### config.mk
export PLATFORM = sky130hd
export DESIGN_NAME = fnv1a64_splitmix_digest_top
export DESIGN_NICKNAME = d
export VERILOG_FILES = /design/src/rtl/core/fnvsm_pkg.sv /design/src/rtl/core/fnv1a64_splitmix_digest_top.sv /design/src/rtl/core/fnvsm_front.sv /design/src/rtl/core/fnvsm_queue.sv /design/src/rtl/core/fnvsm_back.sv
export SDC_FILE = /design/constraint.sdc
export NUM_CORES = 2
export LEC_CHECK = 0
export ABC_AREA = 1
export BUFFER_PORTS_ARGS = -buffer_cell sky130_fd_sc_hd__buf_4
export CORE_MARGIN = 2
export CORE_UTILIZATION = 65
export CTS_CLUSTER_DIAMETER = 50
export DETAILED_ROUTE_END_ITERATION = 6
export PLACE_DENSITY_LB_ADDON = 0.12
export SLEW_MARGIN = 20
export SYNTH_ARGS = -nofsm -noshare
export SYNTH_HDL_FRONTEND = slang
export SYNTH_SLANG_ARGS = --single-unit
### constraint.sdc
create_clock -name clock -period 26.2 [get_ports clock]
set_clock_uncertainty 0.05 [all_clocks]
set_input_delay 6.55 -clock clock [delete_from_list [all_inputs] [get_ports clock]]
set_output_delay 6.55 -clock clock [all_outputs]
set_load 0.02 [all_outputs]
### src/rtl/core/fnvsm_pkg.sv
// Shared constants and types for the FNV-1a / splitmix64 digest block.
`default_nettype none
package fnvsm_pkg;

   localparam logic [63:0] FNV_BASIS  = 64'hcbf29ce484222325;
   localparam logic [8:0]  FNV_PRIME_LOW = 9'h1b3;
   localparam int          FNV_PRIME_SHIFT = 40;
   localparam logic [63:0] GOLDEN_INC = 64'h9e3779b97f4a7c15;
   localparam logic [63:0] MIX_MUL_A  = 64'hbf58476d1ce4e5b9;
   localparam logic [63:0] MIX_MUL_B  = 64'h94d049bb133111eb;

   localparam int SEED_DEPTH = 2;

   typedef struct packed {
      logic full;
      logic empty;
   } queue_stat_type;

   typedef enum logic [3:0] {
      ST_IDLE = 4'b0001,
      ST_PREP = 4'b0010,
      ST_MUL  = 4'b0100,
      ST_FIN  = 4'b1000
   } back_state_type;

   typedef enum logic [1:0] {
      PART_LO  = 2'd0,
      PART_MID = 2'd1,
      PART_HI  = 2'd2
   } mul_part_type;

endpackage
`default_nettype wire

### src/rtl/core/fnv1a64_splitmix_digest_top.sv
// Top level of the FNV-1a 64-bit hash with splitmix64 digest expansion.
// Message bytes are taken one per cycle; the FNV prime multiply is a 40-bit shift plus a
// 9-bit constant multiply, so folding never stalls while the seed queue has room. On the
// last byte the final state enters a two-entry seed queue and the hash restarts from the
// offset basis. The back end turns a seed into DIGEST_WORDS words with a single 32x32
// multiplier used three times per 64-bit product; a finished word waits until the output
// register is free, and the next seed is popped only after the last word is loaded.
// req_full rises only when two seeds are already waiting in the queue.
`default_nettype none
module fnv1a64_splitmix_digest_top #(
   parameter int DIGEST_WORDS = 4
) (
   input  wire logic        clock,
   input  wire logic        reset,
   input  wire logic        req_push,
   output logic             req_full,
   input  wire logic [7:0]  req_data_byte,
   input  wire logic        req_last_byte,
   output logic             rsp_empty,
   input  wire logic        rsp_pop,
   output logic [63:0]      rsp_digest_word,
   output logic [2:0]       rsp_word_index,
   output logic             rsp_last_word
);
   import fnvsm_pkg::*;

   queue_stat_type q_stat;
   logic           q_push;
   logic [63:0]    q_push_data;
   logic           q_pop;
   logic [63:0]    q_pop_data;

   fnvsm_front u_front (
      .clock         (clock),
      .reset         (reset),
      .req_push      (req_push),
      .req_data_byte (req_data_byte),
      .req_last_byte (req_last_byte),
      .req_full      (req_full),
      .q_stat        (q_stat),
      .q_push        (q_push),
      .q_data        (q_push_data)
   );

   fnvsm_queue u_queue (
      .clock     (clock),
      .reset     (reset),
      .push      (q_push),
      .push_data (q_push_data),
      .pop       (q_pop),
      .pop_data  (q_pop_data),
      .stat      (q_stat)
   );

   fnvsm_back #(
      .DIGEST_WORDS (DIGEST_WORDS)
   ) u_back (
      .clock           (clock),
      .reset           (reset),
      .q_stat          (q_stat),
      .q_data          (q_pop_data),
      .q_pop           (q_pop),
      .rsp_empty       (rsp_empty),
      .rsp_pop         (rsp_pop),
      .rsp_digest_word (rsp_digest_word),
      .rsp_word_index  (rsp_word_index),
      .rsp_last_word   (rsp_last_word)
   );
endmodule
`default_nettype wire

### src/rtl/core/fnvsm_front.sv
// Front end: folds one byte per cycle into the FNV-1a state while the seed queue has room; pushes finished seeds.
`default_nettype none
module fnvsm_front (
   input  wire logic                    clock,
   input  wire logic                    reset,
   input  wire logic                    req_push,
   input  wire logic [7:0]              req_data_byte,
   input  wire logic                    req_last_byte,
   output logic                         req_full,
   input  wire fnvsm_pkg::queue_stat_type q_stat,
   output logic                         q_push,
   output logic [63:0]                  q_data
);
   import fnvsm_pkg::*;

   logic [63:0] hash_ff;
   logic [63:0] hash_in;
   logic [63:0] folded;
   logic [63:0] low_prod;
   logic [63:0] next_hash;
   logic        transfer;

   assign req_full  = q_stat.full;
   assign transfer  = req_push && !req_full;
   assign folded    = hash_ff ^ {56'd0, req_data_byte};
   assign low_prod  = folded * {55'd0, FNV_PRIME_LOW};
   assign next_hash = (folded << FNV_PRIME_SHIFT) + low_prod;
   assign q_push    = transfer && req_last_byte;
   assign q_data    = next_hash;

   always_comb begin
      hash_in = hash_ff;
      if (transfer) begin
         hash_in = req_last_byte ? FNV_BASIS : next_hash;
      end
   end

   always_ff @(posedge clock) begin
      if (reset) begin
         hash_ff <= FNV_BASIS;
      end else begin
         hash_ff <= hash_in;
      end
   end
endmodule
`default_nettype wire

### src/rtl/core/fnvsm_queue.sv
// Two-entry seed queue between the front and back ends.
`default_nettype none
module fnvsm_queue (
   input  wire logic                clock,
   input  wire logic                reset,
   input  wire logic                push,
   input  wire logic [63:0]         push_data,
   input  wire logic                pop,
   output logic [63:0]              pop_data,
   output fnvsm_pkg::queue_stat_type stat
);
   import fnvsm_pkg::*;

   logic [63:0] mem_ff [SEED_DEPTH];
   logic        wr_ptr_ff, wr_ptr_in;
   logic        rd_ptr_ff, rd_ptr_in;
   logic [1:0]  count_ff, count_in;
   logic        do_push, do_pop;

   assign stat.full  = (count_ff == 2'(SEED_DEPTH));
   assign stat.empty = (count_ff == 2'd0);
   assign do_push    = push && !stat.full;
   assign do_pop     = pop && !stat.empty;
   assign pop_data   = mem_ff[rd_ptr_ff];

   always_comb begin
      wr_ptr_in = do_push ? !wr_ptr_ff : wr_ptr_ff;
      rd_ptr_in = do_pop ? !rd_ptr_ff : rd_ptr_ff;
      count_in  = count_ff + 2'(do_push) - 2'(do_pop);
   end

   always_ff @(posedge clock) begin
      if (do_push) begin
         mem_ff[wr_ptr_ff] <= push_data;
      end
   end

   always_ff @(posedge clock) begin
      if (reset) begin
         wr_ptr_ff <= 1'b0;
         rd_ptr_ff <= 1'b0;
         count_ff  <= 2'd0;
      end else begin
         wr_ptr_ff <= wr_ptr_in;
         rd_ptr_ff <= rd_ptr_in;
         count_ff  <= count_in;
      end
   end
endmodule
`default_nettype wire

### src/rtl/core/fnvsm_back.sv
// Back end: expands a seed into digest words with one shared 32x32 multiplier.
`default_nettype none
module fnvsm_back #(
   parameter int DIGEST_WORDS = 4
) (
   input  wire logic                    clock,
   input  wire logic                    reset,
   input  wire fnvsm_pkg::queue_stat_type q_stat,
   input  wire logic [63:0]             q_data,
   output logic                         q_pop,
   output logic                         rsp_empty,
   input  wire logic                    rsp_pop,
   output logic [63:0]                  rsp_digest_word,
   output logic [2:0]                   rsp_word_index,
   output logic                         rsp_last_word
);
   import fnvsm_pkg::*;

   localparam logic [2:0] LAST_INDEX = 3'(DIGEST_WORDS - 1);

   back_state_type state_ff, state_in;
   mul_part_type   part_ff, part_in;
   logic           pass_ff, pass_in;
   logic [2:0]     word_ff, word_in;
   logic [63:0]    x_ff, x_in;
   logic [63:0]    v_ff, v_in;
   logic [63:0]    acc_ff, acc_in;
   logic           out_valid_ff, out_valid_in;
   logic [63:0]    out_word_ff;
   logic [2:0]     out_index_ff;
   logic           out_last_ff;

   logic [63:0] mul_const;
   logic [31:0] op_a, op_b;
   logic [63:0] prod;
   logic        can_load;
   logic        load;

   assign mul_const = pass_ff ? MIX_MUL_B : MIX_MUL_A;
   assign prod      = {32'd0, op_a} * {32'd0, op_b};
   assign can_load  = !out_valid_ff || rsp_pop;

   always_comb begin
      op_a = v_ff[31:0];
      op_b = mul_const[31:0];
      unique case (part_ff)
         PART_LO: begin
            op_a = v_ff[31:0];
            op_b = mul_const[31:0];
         end
         PART_MID: begin
            op_a = v_ff[31:0];
            op_b = mul_const[63:32];
         end
         PART_HI: begin
            op_a = v_ff[63:32];
            op_b = mul_const[31:0];
         end
         default: begin
            op_a = v_ff[31:0];
            op_b = mul_const[31:0];
         end
      endcase
   end

   always_comb begin
      state_in = state_ff;
      part_in  = part_ff;
      pass_in  = pass_ff;
      word_in  = word_ff;
      x_in     = x_ff;
      v_in     = v_ff;
      acc_in   = acc_ff;
      q_pop    = 1'b0;
      load     = 1'b0;
      unique case (state_ff)
         ST_IDLE: begin
            if (!q_stat.empty) begin
               q_pop    = 1'b1;
               x_in     = q_data + GOLDEN_INC;
               word_in  = 3'd0;
               pass_in  = 1'b0;
               state_in = ST_PREP;
            end
         end
         ST_PREP: begin
            v_in     = pass_ff ? (acc_ff ^ (acc_ff >> 27)) : (x_ff ^ (x_ff >> 30));
            part_in  = PART_LO;
            state_in = ST_MUL;
         end
         ST_MUL: begin
            unique case (part_ff)
               PART_LO: begin
                  acc_in  = prod;
                  part_in = PART_MID;
               end
               PART_MID: begin
                  acc_in  = {acc_ff[63:32] + prod[31:0], acc_ff[31:0]};
                  part_in = PART_HI;
               end
               PART_HI: begin
                  acc_in = {acc_ff[63:32] + prod[31:0], acc_ff[31:0]};
                  if (pass_ff) begin
                     state_in = ST_FIN;
                  end else begin
                     pass_in  = 1'b1;
                     state_in = ST_PREP;
                  end
               end
               default: begin
                  part_in = PART_LO;
               end
            endcase
         end
         ST_FIN: begin
            if (can_load) begin
               load = 1'b1;
               if (word_ff == LAST_INDEX) begin
                  state_in = ST_IDLE;
               end else begin
                  x_in     = x_ff + GOLDEN_INC;
                  word_in  = word_ff + 3'd1;
                  pass_in  = 1'b0;
                  state_in = ST_PREP;
               end
            end
         end
         default: begin
            state_in = ST_IDLE;
         end
      endcase
      out_valid_in = (out_valid_ff && !rsp_pop) || load;
   end

   always_ff @(posedge clock) begin
      if (load) begin
         out_word_ff  <= acc_ff ^ (acc_ff >> 31);
         out_index_ff <= word_ff;
         out_last_ff  <= (word_ff == LAST_INDEX);
      end
   end

   always_ff @(posedge clock) begin
      part_ff <= part_in;
      pass_ff <= pass_in;
      word_ff <= word_in;
      x_ff    <= x_in;
      v_ff    <= v_in;
      acc_ff  <= acc_in;
   end

   always_ff @(posedge clock) begin
      if (reset) begin
         state_ff     <= ST_IDLE;
         out_valid_ff <= 1'b0;
      end else begin
         state_ff     <= state_in;
         out_valid_ff <= out_valid_in;
      end
   end

   assign rsp_empty       = !out_valid_ff;
   assign rsp_digest_word = out_word_ff;
   assign rsp_word_index  = out_index_ff;
   assign rsp_last_word   = out_last_ff;
endmodule
`default_nettype wire

== After elaboration in Yosys (flattened, before gate mapping) ==
Memory sizes are Yosys's and may differ from the RTL's. A register that Yosys moved wholly into a read port is not among the register bits.
Cells that the tools add are included.
W data, S select, Z words.

* Multipliers: 2
* Reductions and logical operators: 26
* Equal/unequal tests: 13
* Multiplexer cells: 35
* Bitwise operators: 5
* $add $sub $neg: 7

{| class="wikitable"
|+ Operators by type and width
! cell !! count
|-
| $mux W64 || 5
|-
| $pmux W64 S2 || 2
|-
| $add A64 B64 Y64 const B || 2
|-
| $add A64 B64 Y64 || 1
|-
| $mul A32 B32 Y64 || 1
|-
| $mul A64 B9 Y64 const B || 1
|-
| $mux W32 || 2
|-
| $xor A64 B33 Y64 || 1
|-
| $xor A64 B34 Y64 || 1
|-
| $xor A64 B37 Y64 || 1
|-
| $xor A64 B8 Y64 || 1
|-
| $mux W62 || 1
|-
| $add A32 B32 Y32 || 1
|-
| $mux W4 || 4
|-
| $pmux W4 S4 || 1
|-
| $mux W1 || 12
|-
| $mux W3 || 3
|-
| $logic_not A1 Y1 || 6
|-
| $ne A2 B2 Y1 const B || 3
|-
| $pmux W2 S3 || 1
|-
| $pmux W3 S2 || 1
|-
| $reduce_and A3 Y1 || 2
|-
| $reduce_bool A2 Y1 || 3
|-
| $logic_and A1 B1 Y1 || 5
|-
| 22 further kinds || 27
|}

* Output and inout port bits: 70
* Memories kept: 1
* RAM bits: 128
* Bits in registers: 339
* Word-level logic and storage cells: 105
* Input port bits: 13

{| class="wikitable"
|+ Memories
! name !! depth !! bits a word !! read ports !! clocked after memory_dff !! write ports !! line !! source
|-
| u_queue.mem_ff || 2 || 64 || 1 || 1 || 1 || fnvsm_queue.sv:14 || <nowiki>logic [63:0] mem_ff [SEED_DEPTH];</nowiki>
|}

== Depth between registers and ports, before layout ==
* Depth after elaboration: 7
* Gate-level depth with buffers: 47
* Gate-level depth less buffers: 45

== Cells and area by module ==
A second synthesis with hierarchy kept.

* Cell total of the unflattened synthesis: 8222
* Area, all modules: 68957.4 um^2

{| class="wikitable"
|+ By module, submodules not included
! module !! area an instance (um^2) !! sequential area each (um^2) !! cells an instance !! instances
|-
| fnvsm_back || 47638.2 || 8087.8 || 5700 || 1
|-
| fnvsm_front || 16146.7 || 1281.2 || 2284 || 1
|-
| fnvsm_queue || 5172.5 || 3943.8 || 238 || 1
|}

== Worst setup path after synthesis ==
No wires, ideal clock.

* Path kind: in2reg
* Start point: input port req_data_byte[0]
* End point: memory u_queue.mem_ff[0][59], data pin
* Setup time: 0.258 ns
* Slack: 15.385 ns
* Required time: 25.892 ns
* Data arrival time: 10.507 ns
* Stages on the path: 24
* Buffers on the path: 0
* Path through: xor2_1 -> ha_1 -> inv_1 -> fa_1 -> inv_1 -> ha_1 -> inv_1 -> fa_1 -> inv_1 -> ha_1 -> inv_1 -> fa_1 -> nand3b_1 -> nand2_1 -> nand2_1 -> nand2_1 -> nand3_1 -> nand2_1 -> nand2_1 -> nand2_1 -> nand3_1 -> nand2_1 -> nand2_1 -> and2_1

* Cells in the longest elaborated chain, start to end: 3

{| class="wikitable"
|+ RTL lines
! element !! line !! source
|-
| from (decl) || fnv1a64_splitmix_digest_top.sv:17 || <nowiki>input wire logic [7:0] req_data_byte,</nowiki>
|-
| $xor A64 B8 Y64 * || fnvsm_front.sv:25 || <nowiki>assign folded = hash_ff ^ {56'd0, req_data_byte};</nowiki>
|-
| $mul A64 B9 Y64 || fnvsm_front.sv:26 || <nowiki>assign low_prod = folded * {55'd0, FNV_PRIME_LOW};</nowiki>
|-
| $add A64 B64 Y64 * || fnvsm_front.sv:27 || <nowiki>assign next_hash = (folded << FNV_PRIME_SHIFT) + low_prod;</nowiki>
|-
| net q_push_data[59] || fnv1a64_splitmix_digest_top.sv:29 || <nowiki>logic [63:0] q_push_data;</nowiki>
|-
| to (decl) || fnvsm_queue.sv:14 ||
|}

Mark *: on every way through the listed nets, which the timed path passes. The rest lies on a longest branch.

== Worst setup path in the final report ==
* Start point: register u_back.part_ff[1]
* End point: register u_back.acc_ff[53], data pin

* Cells in the longest elaborated chain, start to end: 5
* Elaborated cells on any way between the ends: 9
* Classes of those cells: add/sub: 1; mul: 1; eq/ne: 2; mux: 3; reduce/logical: 2

{| class="wikitable"
|+ RTL lines
! element !! line !! source
|-
| from (decl) || fnvsm_back.sv:22 || <nowiki>mul_part_type part_ff, part_in;</nowiki>
|-
| from (signal assigned) || fnvsm_back.sv:144 || <nowiki>part_ff <= part_in;</nowiki>
|-
| $eq A2 B2 Y1 or $eq A2 B1 Y1 (tied branches) || fnvsm_back.sv:46, fnvsm_back.sv:92 ||
|-
| $mux W32 || fnvsm_back.sv:46 || <nowiki>unique case (part_ff)</nowiki>
|-
| $mul A32 B32 Y64 || fnvsm_back.sv:40 || <nowiki>assign prod = {32'd0, op_a} * {32'd0, op_b};</nowiki>
|-
| $add A32 B32 Y32 || fnvsm_back.sv:98, fnvsm_back.sv:102 ||
|-
| $pmux W64 S2 * || fnvsm_back.sv:92 || <nowiki>unique case (part_ff)</nowiki>
|-
| to (signal assigned) || fnvsm_back.sv:149 || <nowiki>acc_ff <= acc_in;</nowiki>
|-
| to (decl) || fnvsm_back.sv:27 || <nowiki>logic [63:0] acc_ff, acc_in;</nowiki>
|}

Mark *: on every way between the ends. The rest lies on a longest branch, timed or not. The select of a mux whose other input is x is not followed.
A chain may end at the register's enable or synchronous reset.

==> results.md <==
- Commonest non-fill, non-tap cell in the layout: inv_1
- HPWL Detailed: around 210000 microns
- Nets@finish: roughly 9800
- EDFF count, synth: about 390
- CP Class: reg2reg
- Drc violations: 1
- RSZ-0062 raised after global routing: no
- Worst slack at placement: 14.29 ns
- Leading area contributor after synthesis: fa_1
- Synth Warn #: 0
- Synthesized net count: a little under 10000
- Worst-path fanout max: 36
- #FFs+latches synth: 468
- Initial antenna violation count: 9
- Most frequent cell on the critical path: inv_1
- CTS tree: built
- Initial Utilization: 0.654
- Failing checks: DRC
- Hold EP: u_back.rsp_word_index[1]$_DFFE_PP_
- Hold Crit Depth: 0
- Total global-route track usage: 0.488
- Hold_sp: u_back.word_ff[1]$_SDFFCE_PN0P_
- R2R setup slack: about 14 ns
- CP required: 26.58 ns
- CP endpoint kind: register
- Num CTS Buffers: 60
- Run status: finished with violations
- Fmax: 81.8 MHz
- Initial DRC Count: about 6800
- Critical R2R Launch: u_back.part_ff[1]$_SDFFCE_PN0P_
- CP max stage delay: slightly below 0.8 ns
- # Post-CTS Setup Buffers: 0
- Post-synthesis sequential area ratio: 0.197
- Crit path max-delay cell type: o21bai_1
- Top cell type's share of synthesized area: 0.318
- Clock tree buffer depth: 3
- # fillers: approximately 8300
- Mapped Cells: between 8000 and 9000
- First-pass GRT wire length: about 380000 microns
- DR vias/cell: roughly 6.0
- Wirelength per Cell: approximately 27 microns
- Gr ovfl total: 0
- Share of cells above drive strength 1: 0.0467
- Setup-failing EPs final: 0
- Worst Setup Start Kind: register
- Std-Cell Rows: 118
- CTS H-tree lvls: 2
- Max Slew Vio Count: 0
- DRT Wirelength: ~260000 microns
- Io pins: slightly above 80
- Post-Syn Area: between 60000 and 70000 sq um
- HP Class: reg2reg
- Netlist cell types: between 40 and 50
- Multi-input combinational cell area: about 46000 sq um
- Worst-path clk slew: 0.07 ns
- CTS Sinks: 468
- Detailed-router iteration count before antenna repair: 7
- Layout area overhead: 6.15%
- Worst setup margin: about 14 ns
- RR Endpoint: u_back.acc_ff[53]$_DFFE_PP_
- Vias in the first global route: between 60000 and 70000
- Worst-case reg-to-reg path depth: 38
- Max Cap Viol: 0
- Count of hold buffers inserted by post-cts repair: 0
- Synth Flop Type: edfxtp_1
- Die width: 326 microns
- # port buffers: 82
- Core Area: between 100000 and 150000 sq um
- RePlAce Congestion: around 1.1
- Hold Violations, Final: 0
- Resized cells post-CTS: 0
- Syn_area_per_cell: 8.36 sq um
- Largest net degree at the start of global routing: 98
- Post-route ant nets: 0
- Root Buffer: clkbuf_16
- Final TNS setup: 0 ns
- Worst-Skew Late Latency: just under 0.7 ns
- Die ar.: approximately 110000 sq um
- Register area: ~13000 sq um
- Via Count: between 50000 and 60000
- Die Span Y: 326 microns
- Worst path arrival time: around 13 ns
- Top post-synthesis cells by area: fa_1, edfxtp_1, inv_1
- Final period util: 0.466
- Synth async-reset ratio: 0
- Worst Tran Pin Value: 1.15 ns
- Max-slew headroom: 0.222
- Min Tclk post-route: 12.22 ns
- Most frequent cells in the layout: inv_1, nand2_1, fa_1
## state kept, by name (all words and copies together) (netlist names), 2 cells and up, named ones only
register	flops
u_back.rsp_word_index	3
u_back.word_ff	3
u_back.acc_ff	64
u_back.part_ff	2
u_queue.mem_ff	128
u_back.rsp_digest_word	64
u_back.v_ff	64
u_back.x_ff	64
u_queue.count_ff	2
u_front.hash_ff	64
u_back.state_ff	4
## worst max-delay path by stage
stage,slack (ns),startpoint,endpoint,cells after the start
2_1_floorplan,15.38,req_data_byte[0],u_queue.mem_ff[0][59]$_DFFE_PP_,24
3_3_place_gp,14.33,req_data_byte[4],u_queue.mem_ff[0][37]$_DFFE_PP_,20
3_5_place_dp,14.29,req_data_byte[4],u_queue.mem_ff[0][37]$_DFFE_PP_,20
4_1_cts,14.42,u_back.part_ff[1]$_SDFFCE_PN0P_,u_back.acc_ff[63]$_DFFE_PP_,40
5_1_grt,13.74,u_back.part_ff[1]$_SDFFCE_PN0P_,u_back.acc_ff[53]$_DFFE_PP_,38
6_report,13.98,u_back.part_ff[1]$_SDFFCE_PN0P_,u_back.acc_ff[53]$_DFFE_PP_,38
## cell usage after synthesis (14+ instances only)
cell and number:
xor2_1 152, o21ai_0 279, a21oi_1 305, inv_1 1834
or2_2 21, nand2_1 1657, ha_1 543, nor2_1 802
o21bai_1 30, and2_1 40, xnor2_1 60, nand4_1 52
edfxtp_1 394, nand3b_1 26, nand3_1 316, buf_6 18
clkbuf_1 108, buf_2 14, nor3_1 38, inv_2 25
dfxtp_1 74, o21ai_1 54, nand2_2 26, fa_1 1071
nor2_2 33
## cells by family (layout without fill, tap and decap cells)
group	Yosys count	after routing	share of synthesized area
compound gates	725	725	0.0570
xor+xnor	212	212	0.0275
fa+ha+maj	1614	1614	0.418
buf+inv	2030	2129	0.116
flops	468	468	0.197
other cells	0	3	0
simple gates	3030	3030	0.184
## worst max-delay path, delay by kind of cell, from the launching register on
kind	cells	cell delay [ns]
flip-flops	1	0.43
AND/OR/NAND/NOR	11	2.29
buffers and inverters	11	2.71
XOR/XNOR	1	0.39
adder cells (fa/ha/maj)	11	4.48
AO/OA/AOI/OAI	4	1.58
## per-stage QoR
stage / hold WS, ns / area (sq um) / instances / utilization
finish: 0.403 / 71700 / 9561 / 0.694
global route: 0.421 / 71700 / 9558 / 0.694
CTS: 0.408 / 71700 / 9558 / 0.694
detailed placement: 0.394 / 69600 / 9445 / 0.674
global placement: 0.377 / 69600 / 9445 / 0.674
floorplan: 0.376 / 67500 / 8079 / -
## metal layers
| metal | vias up | GRT usage | part of all wire |
|---|---|---|---|
| met1 | 27488 | 0.548 | 0.32 |
| met3 | 1357 | 0.143 | 0.12 |
| met2 | 4139 | 0.754 | 0.44 |
| li1 | 24718 | - | - |
| met5 | - | 0.00177 | 0.00016 |
| met4 | 6 | 0.445 | 0.12 |
## area by class of cell
cell class / instances / area share
Antenna cell: 3 / 0.000105
Clock buffer: 70 / 0.0219
Clock inverter: 43 / 0.00674
Inverter: 1870 / 0.0980
Multi-Input combinational cell: 5581 / 0.648
Sequential cell: 468 / 0.186
Tap cell: 1380 / 0.0241
Timing Repair Buffer: 146 / 0.0153
Power is left out: the tool's default activity adds up to more than one toggle a clock period on the data nets, which glitch-free logic cannot reach.
